## src/design/wcbb_pkg.sv

```systemverilog
// Package with the state type and constants of the warped corner bounding box.
`default_nettype none
package wcbb_pkg;

  typedef enum logic [3:0] {
    ST_IDLE,
    ST_W,
    ST_NX,
    ST_NY,
    ST_DIVX,
    ST_DIVY,
    ST_UPD,
    ST_SIZE,
    ST_OUT
  } wcbb_state_t;

  localparam logic [0:0] CFG_FRAME_WIDTH  = 1'b0;
  localparam logic [0:0] CFG_FRAME_HEIGHT = 1'b1;

  localparam int unsigned OUT_BITS = 24;

  typedef struct packed {
    logic start;
    logic busy;
  } wcbb_div_ctl_t;

endpackage
`default_nettype wire

```

## src/design/wcbb_div.sv

```systemverilog
// Restoring bit-serial divider: floor(num * 2^FRAC / den), saturated to COEFF_WIDTH.
`default_nettype none
module wcbb_div #(
  parameter int COEFF_WIDTH = 48,
  parameter int FRAC_BITS   = 24,
  parameter int NUM_WIDTH   = 70
) (
  input  wire                            clk,
  input  wire                            rst_n,
  input  wire                            start,
  input  wire signed [NUM_WIDTH-1:0]     num,
  input  wire signed [NUM_WIDTH-1:0]     den,
  output wcbb_pkg::wcbb_div_ctl_t        ctl,
  output logic signed [COEFF_WIDTH-1:0]  quo
);
  localparam int NW = NUM_WIDTH + FRAC_BITS;
  localparam int CW = $clog2(NW + 1);

  logic [NW-1:0]        n_r, n_nxt;
  logic [NUM_WIDTH:0]   r_r, r_nxt;
  logic [NUM_WIDTH-1:0] d_r, d_nxt;
  logic [NW-1:0]        q_r, q_nxt;
  logic                 neg_r, neg_nxt;
  logic [CW-1:0]        cnt_r, cnt_nxt;
  logic                 busy_r, busy_nxt;
  logic [NUM_WIDTH-1:0] nmag, dmag;
  logic [NUM_WIDTH:0]   rsh;
  logic [NW:0]          qf;
  logic [NW:0]          half;

  assign nmag = num[NUM_WIDTH-1] ? NUM_WIDTH'(-num) : NUM_WIDTH'(num);
  assign dmag = den[NUM_WIDTH-1] ? NUM_WIDTH'(-den) : NUM_WIDTH'(den);
  assign rsh  = {r_r[NUM_WIDTH-1:0], n_r[NW-1]};

  always_comb begin
    n_nxt = n_r; r_nxt = r_r; d_nxt = d_r; q_nxt = q_r;
    neg_nxt = neg_r; cnt_nxt = cnt_r; busy_nxt = busy_r;
    if (start) begin
      n_nxt    = {nmag, {FRAC_BITS{1'b0}}};
      d_nxt    = dmag;
      r_nxt    = '0;
      q_nxt    = '0;
      neg_nxt  = num[NUM_WIDTH-1] ^ den[NUM_WIDTH-1];
      cnt_nxt  = CW'(NW);
      busy_nxt = 1'b1;
    end else if (busy_r) begin
      n_nxt = {n_r[NW-2:0], 1'b0};
      if (rsh >= {1'b0, d_r}) begin
        r_nxt = rsh - {1'b0, d_r};
        q_nxt = {q_r[NW-2:0], 1'b1};
      end else begin
        r_nxt = rsh;
        q_nxt = {q_r[NW-2:0], 1'b0};
      end
      cnt_nxt = cnt_r - 1'b1;
      if (cnt_r == CW'(1)) busy_nxt = 1'b0;
    end
  end

  always_ff @(posedge clk) begin
    n_r <= n_nxt; r_r <= r_nxt; d_r <= d_nxt; q_r <= q_nxt;
    neg_r <= neg_nxt; cnt_r <= cnt_nxt;
    if (!rst_n) busy_r <= 1'b0;
    else busy_r <= busy_nxt;
  end

  // Final rounding toward minus infinity and saturation.
  assign half = (NW+1)'(1) << (COEFF_WIDTH - 1);
  always_comb begin
    qf = {1'b0, q_r} + ((neg_r && (r_r != '0)) ? (NW+1)'(1) : (NW+1)'(0));
    if (neg_r) begin
      if (qf > half) quo = {1'b1, {(COEFF_WIDTH-1){1'b0}}};
      else quo = COEFF_WIDTH'(-qf);
    end else begin
      if (qf > half - 1'b1) quo = {1'b0, {(COEFF_WIDTH-1){1'b1}}};
      else quo = COEFF_WIDTH'(qf);
    end
  end

  assign ctl.start = start;
  assign ctl.busy  = busy_r;
endmodule
`default_nettype wire

```

## config.mk

```make
export PLATFORM = sky130hd
export DESIGN_NAME = wcbb_div
export DESIGN_NICKNAME = d
export VERILOG_FILES = /design/src/design/wcbb_pkg.sv /design/src/design/wcbb_div.sv
export SDC_FILE = /design/constraint.sdc
export NUM_CORES = 1
export LEC_CHECK = 0
export ABC_CLOCK_PERIOD_IN_PS = 6760
export CAP_MARGIN = 0
export CORE_MARGIN = 5
export CORE_UTILIZATION = 25
export DETAILED_ROUTE_END_ITERATION = 6
export DONT_BUFFER_PORTS = 1
export SKIP_CTS_REPAIR_TIMING = 1
export SLEW_MARGIN = 20
export SYNTH_ARGS = -nofsm -noshare
export SYNTH_HDL_FRONTEND = slang
export SYNTH_SLANG_ARGS = --single-unit
```

## constraint.sdc

```tcl
create_clock -name clk -period 6.76 [get_ports clk]
set_input_delay 1.352 -clock clk [delete_from_list [all_inputs] [get_ports clk]]
set_output_delay 1.352 -clock clk [all_outputs]
set_load 0.01 [all_outputs]
```

==> results of run 1 <==
==> routing by layer <==
layer / wire [um] / part of all wire, % / vias to the layer above / GRT usage (%)
met5: 0 / 0 / - / 0
met4: 1965 / 2.7 / 0 / 4.030
met3: 4439 / 6.0 / 96 / 2.911
met2: 33800 / 46 / 565 / 21.96
met1: 33470 / 45 / 10370 / 18.25
li1: - / - / 10830 / -
==> synthesized netlist by cell type (all sizes together), types with 45 or more instances <==
cell type / count / share of area [%]
a21o: 54 / 1.7
o31ai: 50 / 1.6
o21ai: 152 / 3.2
xnor2: 149 / 5.5
nor2: 321 / 5.1
a21oi: 199 / 4.2
nand3: 67 / 1.5
ha: 78 / 4.1
nor3: 74 / 1.6
clkbuf: 127 / 2.0
dfxtp: 173 / 15
a211oi: 56 / 1.8
nand4: 80 / 2.2
mux2i: 157 / 6.6
xor2: 130 / 4.8
inv: 126 / 2.0
and3: 45 / 1.2
nand2: 213 / 3.4
nor4: 65 / 1.8
edfxtp: 141 / 18
==> state kept, by name (all words and copies together), names as in the netlist <==
| name | flops |
|---|---|
| q_r | 94 |
| d_r | 70 |
| r_r | 71 |
| cnt_r | 7 |
| busy_r | 1 |
| n_r | 70 |
| neg_r | 1 |
==> report_power, final <==
group          internal (mW)  switching (mW)  leakage, nW
Combinational          0.603           0.775         7.50
Sequential              2.14          0.0641         2.79
Clock                   1.25           0.931        0.666
Total                   3.99            1.77         11.0
==> metrics by stage <==
step | TNS (ns) | utilization, % | setup slack [ns]
CTS | -50.97 | 29.43 | -1.157
floorplan | 0 | - | 0.7927
detailed placement | -16.18 | 27.98 | -0.4325
global placement | -11.33 | 27.98 | -0.3239
global route | -18.63 | 30.39 | -0.5142
finish | -5.944 | 30.39 | -0.2424
==> worst min-delay path, stage by stage (launching register included) <==
cell and delay (ns):
dfxtp_1 0.33, xor2_1 0.08, nand2b_1 0.06
==> worst paths after layout <==
check | startpoint | endpoint | slack [ns] | cells past startpoint
worst min-delay path | cnt_r[6]$_SDFFE_PP1P_ | cnt_r[6]$_SDFFE_PP1P_ | 0.50 | 2
worst max-delay path | r_r[57]$_SDFFE_PP0P_ | quo[36] | -0.24 | 21
worst min register to register | cnt_r[6]$_SDFFE_PP1P_ | cnt_r[6]$_SDFFE_PP1P_ | 0.50 | 2
worst max register to register | r_r[2]$_SDFFE_PP0P_ | r_r[69]$_SDFFE_PP0P_ | 1.93 | 13
==> final cells by class <==
cell class / instances / area (um2) / area share [%]
tap: 1265 / 1583 / 5.497
clock buffer: 47 / 1115 / 3.872
clock inverter: 28 / 251.5 / 0.8735
multi-input combinational: 2271 / 15500 / 53.85
timing repair buffer: 259 / 2141 / 7.436
antenna: 1 / 2.502 / 0.008691
inverter: 126 / 473.0 / 1.643
sequential: 314 / 7722 / 26.82
==> cell families (layout without fill, tap and decap cells) <==
family	Yosys count	after routing
simple gates	1048	1048
fa+ha+maj	79	79
other cells	0	1
buf+inv	295	460
compound gates	704	704
flops	314	314
xor+xnor	279	279
mux	161	161
==> metrics.md, run 1 <==
| Metric | Value |
|---|---|
| Outcome | finished, violations left |
| Failing checks | negative setup slack |
| Die X | between 300 and 400 um |
| Fillers | 10100 |
| Post-Layout Inst Area | approximately 29000 um2 |
| Largest net degree at the start of global routing | around 370 |
| Placed inst area | 26510 um2 |
| Post-synth EDFFs | roughly 140 |
| CTS H-tree lvls | 2 |
| Cell mode on critical path | nor4_4 |
| Final ANT Viol Nets | 0 |
| DRC | 0 |
| WL per Instance | 17.09 um |
| WHS | 0.5004 ns |
| Vias in the first global route | approximately 21000 |
| Fin crit share | 103.6% |
| Commonest non-fill, non-tap cell in the layout | nor2_1 |
| Unrepaired setup endpoints after global routing | true |
| Slew @ Worst Pin | around 0.96 ns |
| CTS tree | done |
| Crit start category | flop |
| Nets | 3235 |
| DP Cell Count | 4212 |
| Detail Placement HPWL | approximately 55 mm |
| Yosys cell types | 93 |
| FF+latch count, synth | 314 |
| Mapped Area | 23770 um2 |
| Pwr Total | 5.758 mW |
| CP endpoint kind | primary output |
| Grt total ovfl | 0 |
| Avg Inst Size Synth | 8.254 um2 |
| Die height | approximately 320 um |
| Clock Pin Slew Worst Setup and Hold Paths | 0.07 ns |
| CP arrival | 5.65 ns |
| CTS sink count | 314 |
| Routed via count | between 20000 and 25000 |
| Simple-gate share of the synthesized area | 22.33% |
| Worst VDD drop | 0.0001744 V |
| Initial drt markers | 1548 |
| Final hold vios | 0 |
| First-pass GRT wire length | 114.7 mm |
| Initial Utilization | 25.10% |
| Most frequent cells in the layout | nor2_1 (318), buf_4 (235), nand2_1 (210), a21oi_1 (192), mux2i_1 (157) |
| Finished Layout Cells | about 4300 |
| PortBufs | 0 |
| Adder-Cell Fraction of Synth Area | between 4 and 5% |
| Seq/Total Area, Yosys | 32.38% |
| Synth Area in XOR/XNOR | between 10% and 20% |
| Total Routing Usage GR | a little over an eighth |
| Num ports | 193 |
| Peak per-stage delay on the critical path | between 0.5 and 0.6 ns |
| Worst setup margin | -0.2424 ns |
| Post-synth ARST share | 0% |
| Min cycle time layout | between 7 and 8 ns |
| Fmax | 142.8 MHz |
| Slowest CP cell | or4_4 |
| Critical path type | flop to primary output |
| CP bufs+invs | 4 |
| Clock root buffer | clkbuf_16 |
| Max_slew headroom | 36.01% |
| CP cell instances | nor4_4, nand4_1, nor4_4, a41oi_4, ha_4, ha_4, and3_4, buf_6, a21oi_4, nor2_4, nor4_2, nand4b_1, or4_4, nor4_4, a31oi_1, nor4b_4, buf_4, buf_8, a31o_4, a22oi_2, buf_4 |
| Hold Crit Class | flop to flop |
| Static leakage | 10.96 nW |
| Worst skew pair latency | roughly 0.60 ns |
| Worst Path Required | roughly 5.4 ns |
| CP delay by family, top | simple AND/OR/NAND/NOR gates |
| Mux share of post-synthesis cell area | a little under 7% |
| Final Max Slew Viols | 0 |
| Prevailing post-synth register cell | dfxtp_1 |
| Final Wtd Congestion | 0.9206 |
| Post-synthesis instance total | 2880 |
| Final Setup Violations | 44 |
| YS warnings | 0 |
| Max-Cap Viols | 0 |
| Placeable Area | 94730 um2 |
| Maximum root-to-sink buffer count | 3 |
| Die Area | a little over 100000 um2 |
| Largest family of logic cells by synthesized area | simple AND/OR/NAND/NOR gates |
| Syn nets | 3102 |
| P&R area growth vs syn | 21.11% |
| Final clock skew | 0.02035 ns |
| Initial antenna violation count | 1 |
| Row count | 113 |
| Max FO, Critical Path | 6 |
| Synth Area in Compound Gates | a little under a fifth |
| CTS Buf Count | 41 |
| Post-Route WL | 73.68 mm |
| Via density | 5.071 |
| Power per cell area | 200.0 nW/um2 |
| Drt pass-1 iters | 6 |
| Layout cell share with drive strength beyond 1 | roughly 15% |
(Power assumes the default switching activity.)
==> run 2: changes to the inputs <==
--- a/config.mk
+++ b/config.mk
@@ -5,7 +5,7 @@
 export SDC_FILE = /design/constraint.sdc
 export NUM_CORES = 1
 export LEC_CHECK = 0
-export ABC_CLOCK_PERIOD_IN_PS = 6760
+export ABC_CLOCK_PERIOD_IN_PS = 8500
 export CAP_MARGIN = 0
 export CORE_MARGIN = 5
 export CORE_UTILIZATION = 25
==> constraint.sdc (replaced) <==
create_clock -name clk -period 8.5 [get_ports clk]
set_input_delay 1.7 -clock clk [delete_from_list [all_inputs] [get_ports clk]]
set_output_delay 1.7 -clock clk [all_outputs]
set_load 0.01 [all_outputs]
==> metrics.md, run 2 (synthesis gave the netlist of run 1 again) <==
| Metric | Value |
|---|---|
| Clock root buffer | clkbuf_16 |
| Worst Path Required | 6.80 ns (+1.39 ns) |
| Placed inst area | 24970 um2 (-5.8%) |
| CP arrival | 6.50 ns (+0.85 ns) |
| Die Area | 101400 um2 (unchanged) |
| Post-Route WL | 71.44 mm (-3.0%) |
| WL per Instance | 17.46 um (+2.1%) |
| Final Wtd Congestion | 0.9309 (+1.1%) |
| Comb power frac | 21.2% (-2.7 points) |
| PortBufs | 0 (unchanged) |
| CP cell instances | nor4_1, nand4_1, nor4_1, buf_4, a41oi_2, ha_2, nand3_2, nor4_4, nand3_1, buf_4, nor2_2, xnor2_1, or4_1, nor4_1, a31oi_1, nor4b_4, buf_4, a21o_1, a22oi_1, buf_4 |
| Initial drt markers | 1453 (-6.1%) |
| Fmax | about 120 MHz |
| Share of power burned in registers | 38.2% (about the same) |
| Placeable Area | 94730 um2 (unchanged) |
| Routed via count | 21300 (-2.6%) |
| Final Setup Violations | 0 (-100%) |
| Fillers | 10220 (+1.1%) |
| Fin crit share | 96.45% |
| Power per cell area | 173.5 nW/um2 (-13%) |
| Worst VDD drop | 0.0001588 V (-8.9%) |
| Max FO, Critical Path | 13 (+7) |
| Switching power | 1.419 mW (-20%) |
| Largest net degree at the start of global routing | 365 (unchanged) |
| Critical path type | flop to primary output |
| FF/Latch Area | 7701 um2 (-0.28%) |
| Grt total ovfl | 0 (unchanged) |
| Place WS | 0.4844 ns (+0.9169 ns) |
| Worst skew pair latency | 0.63 ns (+0.03 ns) |
| Int Pwr | 3.174 mW (-20%) |
| Most frequent cells in the layout | nor2_1 (319), nand2_1 (213), a21oi_1 (199), dfxtp_1 (172), mux2i_1 (157) |
| Slew @ Worst Pin | 0.9963 ns (+0.03645 ns) |
| Max_slew headroom | 33.58% (-2.4 points) |
| Clock Pin Slew Worst Setup and Hold Paths | 0.06 ns (about the same) |
| Outcome | finished clean |
| Final clock skew | 0.03854 ns (+0.01819 ns) |
| Final Max Slew Viols | 0 (unchanged) |
| CP endpoint kind | primary output |
| Min cycle time layout | 8.198 ns |
| Static leakage | 9.643 nW (-12%) |
| Drt pass-1 iters | 5 (-1) |
| Maximum root-to-sink buffer count | 3 (unchanged) |
| Pwr Total | 4.593 mW (-20%) |
| Layout cell share with drive strength beyond 1 | 5.732% (-9.7 points) |
| CTS H-tree lvls | 2 (unchanged) |
| Multi-input logic area | 14980 um2 (-3.4%) |
| Final ANT Viol Nets | 0 (unchanged) |
| Commonest non-fill, non-tap cell in the layout | nor2_1 |
| Top reg by flops | q_r |
| CTS Buf Count | 42 (+2.4%) |
| Nets | 3015 (-6.8%) |
| Biggest registers after layout | q_r: 94 flops, r_r: 71 flops |
| Initial antenna violation count | 1 (unchanged) |
| Worst setup margin | 0.3018 ns (+0.5442 ns) |
| Peak per-stage delay on the critical path | 0.56 ns (-0.02 ns) |
| Die X | 318.4 um (unchanged) |
| Crit start category | flop |
| CTS sink count | 314 (unchanged) |
| Sw frac | 30.89% (+0.15 points) |
| Slowest CP cell | or4_1 |
| Initial Utilization | 25.10% (unchanged) |
| R2r worst-path depth | 14 (+1) |
| DRC | 0 (unchanged) |
| Final TNS setup | 0 ns (+5.944 ns) |
| First-pass GRT wire length | 113.1 mm (-1.4%) |
| Via density | 5.206 (+2.6%) |
| Die height | 318.4 um (unchanged) |
| Cell mode on critical path | buf_4 |
| Post-Layout Inst Area | 26470 um2 (-8.0%) |
| Max reg flops | 94 (unchanged) |
| Hold Path Depth | 2 (unchanged) |
| Clock share of power | 40.5% (+2.7 points) |
| WHS | 0.4913 ns (-0.009063 ns) |
| P&R area growth vs syn | 11.36% |
| CTS tree | done |
| Vias in the first global route | 20130 (-3.4%) |
| Detail Placement HPWL | 52.55 mm (-3.6%) |
| Row count | 113 (unchanged) |
| Num ports | 193 (unchanged) |
| Final hold vios | 0 (unchanged) |
| Max-Cap Viols | 0 (unchanged) |
| Unrepaired setup endpoints after global routing | false |
| Total Routing Usage GR | 13.44% (-0.13 points) |
| Hold Crit Class | flop to flop |
run 2: changes by cell type in the layout (fill, tap and decap cells not counted), moves of 8 or more:
cell,before,now
dfxtp_2,17,0
nor4_1,40,59
nor4_4,9,1
dfxtp_1,155,172
buf_4,235,37
buf_6,11,0
nor4_2,16,5
run 2: cell type report:
cell class,count,share of cell area (%)
Inverter,126,1.786
Multi-Input combinational cell,2271,56.57
Antenna cell,1,0.009452
Clock buffer,46,4.064
Clock inverter,31,1.375
Sequential cell,314,29.09
Tap cell,1265,5.979
Timing Repair Buffer,38,1.125
run 2: metal layers:
layer	vias to the layer above	GRT usage, %	part of all wire (%)
li1	10370	-	-
met1	10120	18.11	45
met2	691	21.08	44
met3	129	3.190	7.2
met4	0	4.828	3.5
met5	-	0	0
run 2: stage by stage:
step / cells / util, %
after floorplan: 2880 / -
after global routing: 4091 / 27.94
final: 4092 / 27.95
after detailed placement: 4012 / 26.36
after global placement: 4012 / 26.36
after CTS: 4089 / 27.88
run 2: worst max-delay path: cells and delay by family (launching register included):
family	cells	cell delay, ns
simple gates	10	2.94
compound gates	4	1.05
buf+inv	4	0.88
flops	1	0.43
fa+ha+maj	1	0.33
xor+xnor	1	0.24
run 2: worst paths after layout:
| path | from | end | slack, ns |
|---|---|---|---|
| min | cnt_r[6]$_SDFFE_PP1P_ | cnt_r[6]$_SDFFE_PP1P_ | 0.49 |
| min reg2reg | cnt_r[6]$_SDFFE_PP1P_ | cnt_r[6]$_SDFFE_PP1P_ | 0.49 |
| max reg2reg | d_r[9]$_DFFE_PP_ | r_r[70]$_SDFFE_PP0P_ | 2.86 |
| max | r_r[0]$_SDFFE_PP0P_ | quo[25] | 0.30 |
run 2: power by group through the flow:
stage / registers, mW / logic [mW] / clock network, mW
after global placement: 1.78 / 0.958 / 0
final: 1.76 / 0.975 / 1.86
after detailed placement: 1.79 / 0.955 / 0
after floorplan: 1.76 / 0.766 / 0
after global routing: 1.77 / 1.07 / 2.00
after CTS: 1.76 / 0.961 / 1.93
